## config.mk

```make
export PLATFORM = sky130hd
export DESIGN_NAME = indexed_list_append_remove_top
export DESIGN_NICKNAME = d
export VERILOG_FILES = /design/src/design/ilar_pkg.sv /design/src/design/ilar_store.sv /design/src/design/ilar_ctrl.sv /design/src/design/indexed_list_append_remove_top.sv
export SDC_FILE = /design/constraint.sdc
export NUM_CORES = 1
export LEC_CHECK = 0
export BUFFER_PORTS_ARGS = -buffer_cell sky130_fd_sc_hd__buf_4
export CAP_MARGIN = 40
export CORE_MARGIN = 1
export CORE_UTILIZATION = 55
export CTS_BUF_LIST = sky130_fd_sc_hd__clkbuf_8
export DETAILED_ROUTE_END_ITERATION = 10
export PLACE_DENSITY = 0.72
export SYNTH_ARGS = -nofsm -noshare
export SYNTH_HDL_FRONTEND = slang
export SYNTH_SLANG_ARGS = --single-unit
```

## constraint.sdc

```tcl
create_clock -name aclk -period 6.52 [get_ports aclk]
set_input_delay 0.978 -clock aclk [delete_from_list [all_inputs] [get_ports aclk]]
set_output_delay 0.978 -clock aclk [all_outputs]
set_load 0.005 [all_outputs]
```

## src/design/ilar_pkg.sv

```systemverilog
`default_nettype none

package ilar_pkg;

    // List geometry
    localparam int DEPTH      = 16;
    localparam int DATA_WIDTH = 32;
    localparam int SLOT_W     = $clog2(DEPTH);
    localparam int CNT_W      = $clog2(DEPTH + 1);

    // Fixed field widths of the stream payloads
    localparam int ENTRY_W = 32;
    localparam int POS_W   = 4;
    localparam int COUNT_W = 5;
    localparam int CMP_W   = (CNT_W > POS_W) ? CNT_W + 1 : POS_W + 1;

    // Request opcodes
    localparam logic OP_APPEND = 1'b0;
    localparam logic OP_REMOVE = 1'b1;

    typedef logic [SLOT_W-1:0]     slot_t;
    typedef logic [DATA_WIDTH-1:0] word_t;

    // Sequencer states
    typedef enum logic [2:0] {
        ST_IDLE,
        ST_APPEND,
        ST_WALK,
        ST_UNLINK,
        ST_FREE,
        ST_DONE
    } state_t;

    // Store access from the sequencer: one read and one write per store each cycle
    typedef struct packed {
        slot_t link_raddr;
        logic  link_we;
        slot_t link_waddr;
        slot_t link_wdata;
        slot_t entry_raddr;
        logic  entry_we;
        slot_t entry_waddr;
        word_t entry_wdata;
    } store_req_t;

endpackage

`default_nettype wire

```

## src/design/ilar_store.sv

```systemverilog
`default_nettype none

module ilar_store (
    input  wire logic               aclk,
    input  wire logic               aresetn,
    input  wire ilar_pkg::store_req_t req,
    output      ilar_pkg::slot_t    link_rdata,
    output      ilar_pkg::word_t    entry_rdata
);
    import ilar_pkg::*;

    slot_t link_reg  [DEPTH];
    word_t entry_reg [DEPTH];
    slot_t link_rdata_reg;
    word_t entry_rdata_reg;

    // Link store: reset chains every slot to the next as the free list
    always_ff @(posedge aclk) begin
        if (!aresetn) begin
            for (int i = 0; i < DEPTH; i++) begin
                link_reg[i] <= (i + 1 < DEPTH) ? SLOT_W'(i + 1) : '0;
            end
        end else if (req.link_we) begin
            link_reg[req.link_waddr] <= req.link_wdata;
        end
    end

    // Entry store: contents only read after written, no reset
    always_ff @(posedge aclk) begin
        if (req.entry_we) begin
            entry_reg[req.entry_waddr] <= req.entry_wdata;
        end
    end

    // Registered reads; the address is presented in the cycle before its data is used
    always_ff @(posedge aclk) begin
        link_rdata_reg  <= link_reg[req.link_raddr];
        entry_rdata_reg <= entry_reg[req.entry_raddr];
    end

    assign link_rdata  = link_rdata_reg;
    assign entry_rdata = entry_rdata_reg;

endmodule

`default_nettype wire

```

## src/design/ilar_ctrl.sv

```systemverilog
`default_nettype none

module ilar_ctrl (
    input  wire logic                 aclk,
    input  wire logic                 aresetn,
    // request side
    input  wire logic                 in_valid,
    output      logic                 in_ready,
    input  wire logic                 in_op,
    input  wire logic [ilar_pkg::ENTRY_W-1:0] in_data,
    input  wire logic [ilar_pkg::POS_W-1:0]   in_pos,
    // result side
    output      logic                 out_valid,
    input  wire logic                 out_ready,
    output      logic [ilar_pkg::ENTRY_W-1:0] out_removed,
    output      logic                 out_found,
    output      logic                 out_accepted,
    output      logic [ilar_pkg::COUNT_W-1:0] out_count,
    // store access
    output      ilar_pkg::store_req_t req,
    input  wire ilar_pkg::slot_t      link_rdata,
    input  wire ilar_pkg::word_t      entry_rdata
);
    import ilar_pkg::*;

    state_t            state_reg, state_next;
    word_t             data_reg, data_next;
    logic [POS_W-1:0]  pos_reg, pos_next;
    logic [POS_W-1:0]  step_reg, step_next;
    slot_t             head_reg, head_next;
    slot_t             tail_reg, tail_next;
    slot_t             free_reg, free_next;
    slot_t             cur_reg, cur_next;
    slot_t             prev_reg, prev_next;
    logic [CNT_W-1:0]  count_reg, count_next;
    word_t             rem_reg, rem_next;
    logic              found_reg, found_next;
    logic              acc_reg, acc_next;
    logic              ovalid_reg, ovalid_next;
    logic [ENTRY_W-1:0] orem_reg, orem_next;
    logic              ofound_reg, ofound_next;
    logic              oacc_reg, oacc_next;
    logic [COUNT_W-1:0] ocount_reg, ocount_next;

    logic accept;
    logic pos_hit;
    logic pos_is_last;
    logic step_more;
    logic out_free;

    assign accept      = in_valid && in_ready;
    assign pos_hit     = CMP_W'(in_pos) < CMP_W'(count_reg);
    assign pos_is_last = (CMP_W'(pos_reg) + CMP_W'(1)) == CMP_W'(count_reg);
    assign step_more   = step_reg < pos_reg;
    assign out_free    = !ovalid_reg || out_ready;

    // Next state
    always_comb begin
        state_next = state_reg;
        unique case (state_reg)
            ST_IDLE: begin
                if (accept) begin
                    if (in_op == OP_APPEND) begin
                        state_next = ST_APPEND;
                    end else if (pos_hit) begin
                        state_next = ST_WALK;
                    end else begin
                        state_next = ST_DONE;
                    end
                end
            end
            ST_APPEND: state_next = ST_DONE;
            ST_WALK: begin
                if (!step_more) begin
                    state_next = ST_UNLINK;
                end
            end
            ST_UNLINK: state_next = ST_FREE;
            ST_FREE:   state_next = ST_DONE;
            ST_DONE: begin
                if (out_free) begin
                    state_next = ST_IDLE;
                end
            end
            default:   state_next = ST_IDLE;
        endcase
    end

    // Datapath and store access per state
    always_comb begin
        data_next   = data_reg;
        pos_next    = pos_reg;
        step_next   = step_reg;
        head_next   = head_reg;
        tail_next   = tail_reg;
        free_next   = free_reg;
        cur_next    = cur_reg;
        prev_next   = prev_reg;
        count_next  = count_reg;
        rem_next    = rem_reg;
        found_next  = found_reg;
        acc_next    = acc_reg;
        ovalid_next = ovalid_reg && !out_ready;
        orem_next   = orem_reg;
        ofound_next = ofound_reg;
        oacc_next   = oacc_reg;
        ocount_next = ocount_reg;
        in_ready    = 1'b0;
        req         = '0;

        unique case (state_reg)
            ST_IDLE: begin
                in_ready = 1'b1;
                if (accept) begin
                    data_next  = DATA_WIDTH'(in_data);
                    pos_next   = in_pos;
                    step_next  = '0;
                    cur_next   = head_reg;
                    prev_next  = '0;
                    rem_next   = '0;
                    found_next = 1'b0;
                    acc_next   = 1'b0;
                end
            end
            ST_APPEND: begin
                // If the list is not full, take the free-list head, link it behind the tail
                if (count_reg < CNT_W'(DEPTH)) begin
                    free_next         = link_rdata;
                    req.entry_we      = 1'b1;
                    req.entry_waddr   = free_reg;
                    req.entry_wdata   = data_reg;
                    if (count_reg == '0) begin
                        head_next = free_reg;
                    end else begin
                        req.link_we    = 1'b1;
                        req.link_waddr = tail_reg;
                        req.link_wdata = free_reg;
                    end
                    tail_next  = free_reg;
                    count_next = count_reg + CNT_W'(1);
                    acc_next   = 1'b1;
                end
            end
            ST_WALK: begin
                // One link hop per cycle
                if (step_more) begin
                    prev_next = cur_reg;
                    cur_next  = link_rdata;
                    step_next = step_reg + POS_W'(1);
                end
            end
            ST_UNLINK: begin
                rem_next   = entry_rdata;
                found_next = 1'b1;
                if (pos_reg == '0) begin
                    head_next = link_rdata;
                end else begin
                    req.link_we    = 1'b1;
                    req.link_waddr = prev_reg;
                    req.link_wdata = link_rdata;
                end
                if (pos_is_last) begin
                    tail_next = (pos_reg == '0) ? '0 : prev_reg;
                end
            end
            ST_FREE: begin
                // Return the slot to the free list
                req.link_we    = 1'b1;
                req.link_waddr = cur_reg;
                req.link_wdata = free_reg;
                free_next      = cur_reg;
                count_next     = count_reg - CNT_W'(1);
                if (count_reg == CNT_W'(1)) begin
                    head_next = '0;
                    tail_next = '0;
                end
            end
            ST_DONE: begin
                if (out_free) begin
                    ovalid_next = 1'b1;
                    orem_next   = ENTRY_W'(rem_reg);
                    ofound_next = found_reg;
                    oacc_next   = acc_reg;
                    ocount_next = COUNT_W'(count_reg);
                end
            end
            default: begin
                in_ready = 1'b0;
            end
        endcase

        // Read addresses for the coming cycle; the stores return registered data
        req.link_raddr  = (state_next == ST_APPEND) ? free_reg : cur_next;
        req.entry_raddr = cur_next;
    end

    // Control registers
    always_ff @(posedge aclk) begin
        if (!aresetn) begin
            state_reg  <= ST_IDLE;
            head_reg   <= '0;
            tail_reg   <= '0;
            free_reg   <= '0;
            count_reg  <= '0;
            ovalid_reg <= 1'b0;
        end else begin
            state_reg  <= state_next;
            head_reg   <= head_next;
            tail_reg   <= tail_next;
            free_reg   <= free_next;
            count_reg  <= count_next;
            ovalid_reg <= ovalid_next;
        end
    end

    // Payload registers
    always_ff @(posedge aclk) begin
        data_reg   <= data_next;
        pos_reg    <= pos_next;
        step_reg   <= step_next;
        cur_reg    <= cur_next;
        prev_reg   <= prev_next;
        rem_reg    <= rem_next;
        found_reg  <= found_next;
        acc_reg    <= acc_next;
        orem_reg   <= orem_next;
        ofound_reg <= ofound_next;
        oacc_reg   <= oacc_next;
        ocount_reg <= ocount_next;
    end

    assign out_valid    = ovalid_reg;
    assign out_removed  = orem_reg;
    assign out_found    = ofound_reg;
    assign out_accepted = oacc_reg;
    assign out_count    = ocount_reg;

endmodule

`default_nettype wire

```

## src/design/indexed_list_append_remove_top.sv

```systemverilog
`default_nettype none

// Channel  | Dir | tdata (low bit up)                       | tuser
// s_       | in  | entry_data[31:0], position[35:32], 0 pad  | op (0 append, 1 remove)
// m_       | out | removed_data[31:0], count_after[36:32], 0 | found[0], accepted[1]
//
// One request at a time; s_tready is high only while the sequencer idles.
// Append links a free slot behind the tail. Remove at position p walks the links
// from the head, one per cycle, then unlinks and frees the slot; a miss skips it.
// A result waits in the output register while m_tready is low; the next request
// is still taken and runs until its own result needs that register.
// aresetn is synchronous; it empties the list and chains all slots as free.

module indexed_list_append_remove_top (
    input  wire logic        aclk,
    input  wire logic        aresetn,
    input  wire logic        s_tvalid,
    output      logic        s_tready,
    input  wire logic [39:0] s_tdata,  // entry_data[31:0], position[35:32], zeros
    input  wire logic        s_tuser,  // op
    output      logic        m_tvalid,
    input  wire logic        m_tready,
    output      logic [39:0] m_tdata,  // removed_data[31:0], count_after[36:32], zeros
    output      logic [1:0]  m_tuser   // found[0], accepted[1]
);
    import ilar_pkg::*;

    store_req_t          req;
    slot_t               link_rdata;
    word_t               entry_rdata;
    logic [ENTRY_W-1:0]  removed;
    logic                found;
    logic                accepted;
    logic [COUNT_W-1:0]  count_after;

    // Sequencer
    ilar_ctrl u_ctrl (
        .aclk         (aclk),
        .aresetn      (aresetn),
        .in_valid     (s_tvalid),
        .in_ready     (s_tready),
        .in_op        (s_tuser),
        .in_data      (s_tdata[31:0]),
        .in_pos       (s_tdata[35:32]),
        .out_valid    (m_tvalid),
        .out_ready    (m_tready),
        .out_removed  (removed),
        .out_found    (found),
        .out_accepted (accepted),
        .out_count    (count_after),
        .req          (req),
        .link_rdata   (link_rdata),
        .entry_rdata  (entry_rdata)
    );

    // Entry and link stores
    ilar_store u_store (
        .aclk        (aclk),
        .aresetn     (aresetn),
        .req         (req),
        .link_rdata  (link_rdata),
        .entry_rdata (entry_rdata)
    );

    // Result packing
    assign m_tdata = {3'b000, count_after, removed};
    assign m_tuser = {accepted, found};

endmodule

`default_nettype wire

```

Word level (Yosys, flattened, before mapping) --
Memories as Yosys holds them, arrays and structs flattened. A register that Yosys moved wholly into a read port is not among the register bits. Cells that the tools add are included.
Storage, ports and cells: flip-flop bits (word level) 142, memory bits (writable) 576, bits of input ports 45, output and inout port bits 44, logic and storage cells 117, memories 2
Operators by class: add/sub/neg operators 4, order comparisons 3, equality and inequality tests 15, mux-type cells 52, reductions and logical operators 23
Memory list:
- u_store.entry_reg | words 16, bits a word 32, rd ports 1, clocked after Yosys merged registers in 1, wr ports 1, line ilar_store.sv:13 | word_t entry_reg [DEPTH];
- u_store.link_reg | words 16, bits a word 4, rd ports 1, clocked after Yosys merged registers in 1, wr ports 16, line ilar_store.sv:12 | slot_t link_reg [DEPTH];
Operator list (number):
- $mux 37 | 2
- $mux 4 | 16
- $pmux 32 s2 | 1
- $mux 32 | 1
- $pmux 4 s2 | 4
- $mux 9 | 3
- $pmux 9 s3 | 1
- $pmux 4 s3 | 2
- $mux 3 | 5
- $pmux 3 s5 | 1
- $ne 2x1->1 const B | 7
- $mux 1 | 12
- $pmux 5 s2 | 1
- $reduce_and 2->1 | 4
- $reduce_bool 2->1 | 4
- $eq 3x1->1 const B | 2
- $eq 3x2->1 const B | 2
- $eq 3x3->1 const B | 2
- $eq 6x5->1 | 1
- $reduce_and 3->1 | 2
- $add 4x1->5 const B | 1
- $add 5x1->5 const B | 1
- $eq 5x1->1 const B | 1
- $logic_not 5->1 | 1
- 17 further kinds | 20

Longest topological paths before layout --
depth in word-level cells 9, depth in mapped cells 14, mapped depth without buffers 11

By module --
A second synthesis with hierarchy kept.
Second synthesis, totals: cells, all modules 1494, area, all modules 28833.9 µm²
By module, submodules not included:
- ilar_store | times used 1, cells each 1060, area an instance 22952.0 µm², sequential area each 18017.3 µm²
- ilar_ctrl | times used 1, cells each 428, area an instance 5840.6 µm², sequential area each 4013.8 µm²
- indexed_list_append_remove_top | times used 1, cells each 6, area an instance 41.3 µm², sequential area each 0.0 µm²

Worst setup path before layout --
No wires, ideal clock.
path kind register -> register, start reg u_ctrl.state_reg[2], end mem u_store.entry_reg[9][0] (netlist bit) (enable), library setup time 461 ps, arrival time 4010 ps, path slack 2049 ps, cell stages (with the launch flop) 8, period minus slack after synthesis 4471 ps, cells stage by stage dfxtp_1 > buf_2 > nor3b_1 > nor2b_1 > clkbuf_1 > clkbuf_1 > nand3_1 > nor3_1
Between the ends: word-level cells in the longest chain between the ends 4
RTL lines:
- start: declaration | line ilar_ctrl.sv:26 | state_t state_reg, state_next;
- start signal: assignment | line ilar_ctrl.sv:207 | state_reg <= state_next;
- $eq 3x1->1 (*) | line ilar_ctrl.sv:111 | unique case (state_reg)
- $mux 37 (*) | line ilar_ctrl.sv:111
- $mux 1 | line ilar_store.sv:30 | if (req.entry_we) begin
- $mux 1 (implied by the code) | line ilar_store.sv:31 | entry_reg[req.entry_waddr] <= req.entry_wdata;
- end: declaration | line ilar_store.sv:13
Every way passes the cells marked *; elsewhere a longest branch is shown, timed or not.

Final worst setup path --
start reg u_ctrl.pos_reg[2], end reg u_store.entry_rdata_reg[1], in the netlist u_store.entry_rdata[1] (read register of u_store.entry_reg)
Between the ends: word-level cells in the longest chain between the ends 3
RTL lines:
- start: declaration | line ilar_ctrl.sv:28 | logic [POS_W-1:0] pos_reg, pos_next;
- start signal: assignment | line ilar_ctrl.sv:219 | pos_reg <= pos_next;
- $lt 4x4->1 | line ilar_ctrl.sv:54 | assign step_more = step_reg < pos_reg;
- $mux 4 | line ilar_ctrl.sv:146 | if (step_more) begin
- $pmux 4 s2 | line ilar_ctrl.sv:111
- end: declaration | line ilar_store.sv:15 | word_t entry_rdata_reg;
No other way between the ends. A chain may end at the register's enable or synchronous reset.

==> results.json <==
{
  "synth_most_common_cell": "edfxtp_1",
  "final_util_pct": 62.7,
  "hold_viol_final": 0,
  "cts-buffers-inserted": 116,
  "wl_per_cell_um": 22.3,
  "finalSetupTns_ps": 0,
  "cts_resized": 0,
  "clk_pin_slew_worst_paths_ps": 60,
  "fin_skew_ps": 39.0,
  "synth-xor-area-share_pct": 0.262,
  "hold_depth": 0,
  "critPathRequiredTime_ps": 7150,
  "synthSimpleGateAreaFrac_pct": 15.7,
  "synth_seq_cells": 754,
  "cts_hold_buf": 0,
  "status": "complete, no violations",
  "syn_inst": 2283,
  "cts_sinks": 754,
  "slew_viol_final": 0,
  "clockPowerShare_pct": 23.9,
  "sw_frac_of_total_pct": 37.3,
  "startpoint_type": "flop",
  "synth-seq-area-share_pct": 73.4,
  "path_class": "flop to flop",
  "rows": 85,
  "fillers": 3922,
  "avgSynthCellArea_um2": 13.2,
  "n_antenna_cell": 0,
  "min_from": "u_ctrl.rem_reg[29]$_SDFFCE_PN0P_",
  "synth_fa_ha_area_share_pct": 0.542,
  "synth-compound-area-share_pct": 6.96,
  "hpwlAfterDp_mm": 38.0,
  "synth_common_cells": "edfxtp_1 (693), nand2_1 (531), nand3_1 (292)",
  "timing.slew.headroom_pct": 34.1,
  "synth-edff-count": 693,
  "yosysTopAreaCell": "edfxtp_1",
  "internal_power_mw": 9.84,
  "switchingPower_mw": 5.84,
  "synth-main-ff-cell": "edfxtp_1",
  "synth_area_mm2": 0.0300,
  "antenna_found_initial": 1,
  "cts_setup_buffers": 0,
  "postSynth.asyncResetShare_pct": 0,
  "setup_viol": 0,
  "crit_path_start": "u_ctrl.pos_reg[2]$_DFFE_PP_",
  "crit_chain": "inv_1 -> ha_1 -> o21ai_0 -> nor2b_1 -> o21ai_0 -> nand3_4 -> inv_6 -> buf_16 -> buf_4 -> a211oi_1 -> a311oi_1 -> a311oi_1 -> a31oi_1",
  "grt_start_max_net_pins": 172,
  "post-route-period-util_pct": 72.2,
  "min_period_ps": 4710,
  "drc": 0,
  "worst-endpoint-arrival_ps": 5340,
  "drt-initial-drc-count": 2072,
  "htree_levels": 3,
  "ir_drop_v": 0.000455,
  "seqPwrFrac_pct": 41.9,
  "cp_top_family": "buffers and inverters",
  "yosys-top-cells-area": "edfxtp_1 (69%), nand2_1 (6.6%), nand3_1 (4.9%), dfxtp_1 (4.1%), a311oi_1 (1.9%)",
  "area_growth_pct": 12.6,
  "pin_count": 89,
  "grt.total_usage_pct": 25.6,
  "dr_total_vias": 19200,
  "root_buffer": "clkbuf_8",
  "dieArea_mm2": 0.0555,
  "max_stage_delay_ps": 710,
  "maxCapViolCount": 0,
  "crit_path_top_delay_cell": "nand3_4",
  "clock_path_buffers": 3,
  "power_frac_comb_pct": 34.2,
  "reg2reg_slack_ps": 1810,
  "hp-class": "flop to flop",
  "fin_nets": 2435,
  "ys.warnings.count": 0,
  "crit_buf_inv": 4,
  "numPortBuffers": 81,
  "fmax_mhz": 212,
  "p_leak_nw": 11.9,
  "clk_latency_ps": 720,
  "multiInputGateArea_mm2": 0.00748,
  "overflow": 0,
  "drt_pre_antenna_iters": 6,
  "ff_latch_area_mm2": 0.0220,
  "drive_gt1_share_pct": 13.3,
  "r2r_cells": 13,
  "ant_nets": 0,
  "worstPathMaxFanout": 64,
  "grt_pass1_wl_mm": 108,
  "total_power_mw": 15.7,
  "gp_congestion": 0.896,
  "rsz0062_at_grt": "no",
  "cp.depth": 13,
  "cp-end-kind": "flop",
  "viasPerCell": 6.05,
  "grt_pass1_vias": 18800,
  "synth_mux_area_share_pct": 0.804,
  "dieWidth_um": 236,
  "power_density_mw_per_mm2": 464,
  "synth.distinct_cells": 73,
  "r2r-start": "u_ctrl.pos_reg[2]$_DFFE_PP_",
  "synth_top_family_by_area": "simple AND/OR/NAND/NOR gates",
  "yosys.area.top_type_share_pct": 69.3,
  "coreArea_mm2": 0.0539,
  "start_util_pct": 55.7,
  "fp.dieH_um": 236,
  "wl_mm": 70.8,
  "tightestPinTransition_ps": 988,
  "largest_register_ffs": 512,
  "cts_tree": "yes"
}
-- layer usage --
metal	track usage (%)	part of all wire, %	wire, µm	vias up
li1	-	-	-	8667
met3	4.08	7.9	5620	116
met1	35.6	42	29500	9550
met5	0	0	0	-
met2	41.2	48	34000	864
met4	8.93	2.4	1710	0
-- stage by stage --
stage / setup slack [ps] / std cells / hold slack (ps) / cell area, µm²
after floorplan: 2050 / 2285 / 400 / 30000
after global placement: 1940 / 2948 / 401 / 31400
after detailed placement: 1880 / 2955 / 405 / 31600
after CTS: 1880 / 3173 / 378 / 33800
after global routing: 1450 / 3173 / 396 / 33800
final: 1810 / 3173 / 412 / 33800
-- area by class of cell --
cell class	instances	area share, %
clock inverters	81	1.14
repair buffers	129	3.24
inverters	17	0.203
flip-flops and latches	754	65.1
multi-input cells	1359	22.1
clock buffers	137	5.57
well taps	696	2.57
-- final timing paths --
path,endpoint
worst max-delay path,u_store.entry_rdata[1]$_DFF_P_
worst min-delay path,u_ctrl.out_removed[29]$_DFFE_PP_
worst max register to register,u_store.entry_rdata[1]$_DFF_P_
worst min register to register,u_ctrl.out_removed[29]$_DFFE_PP_
-- power by group through the flow --
stage,Sequential [mW],Combinational (mW),Clock [mW]
global placement,6.65,5.09,0
global route,6.62,5.86,4.03
floorplan,6.50,3.75,0
finish,6.57,5.37,3.75
CTS,6.57,5.34,3.81
detailed placement,6.66,5.32,0
-- logic make-up after synthesis --
kind of cell | count (synthesis)
xor+xnor | 9
mux | 24
simple gates | 1044
other cells | 1
flops | 754
fa+ha+maj | 13
compound gates | 266
buf+inv | 172
-- placed cells by master, fill, tap and decap left out, types with 13 or more instances in the layout --
master	synthesis	routed
o31a_1	33	33
o21ai_0	14	14
a22oi_1	14	14
edfxtp_1	693	693
dfxtp_1	61	61
clkinv_1	1	15
inv_1	12	61
a311oi_1	65	65
a31oi_1	35	35
mux2i_1	23	23
and2_1	78	78
nor2_4	0	13
ha_1	13	13
buf_4	5	119
a211oi_1	36	36
nor2_1	64	50
nand2_1	531	531
nand3_1	292	291
clkbuf_8	0	137
nand2b_1	19	18
and3_1	15	15
Note: power is estimated with default switching activity, not from simulation.
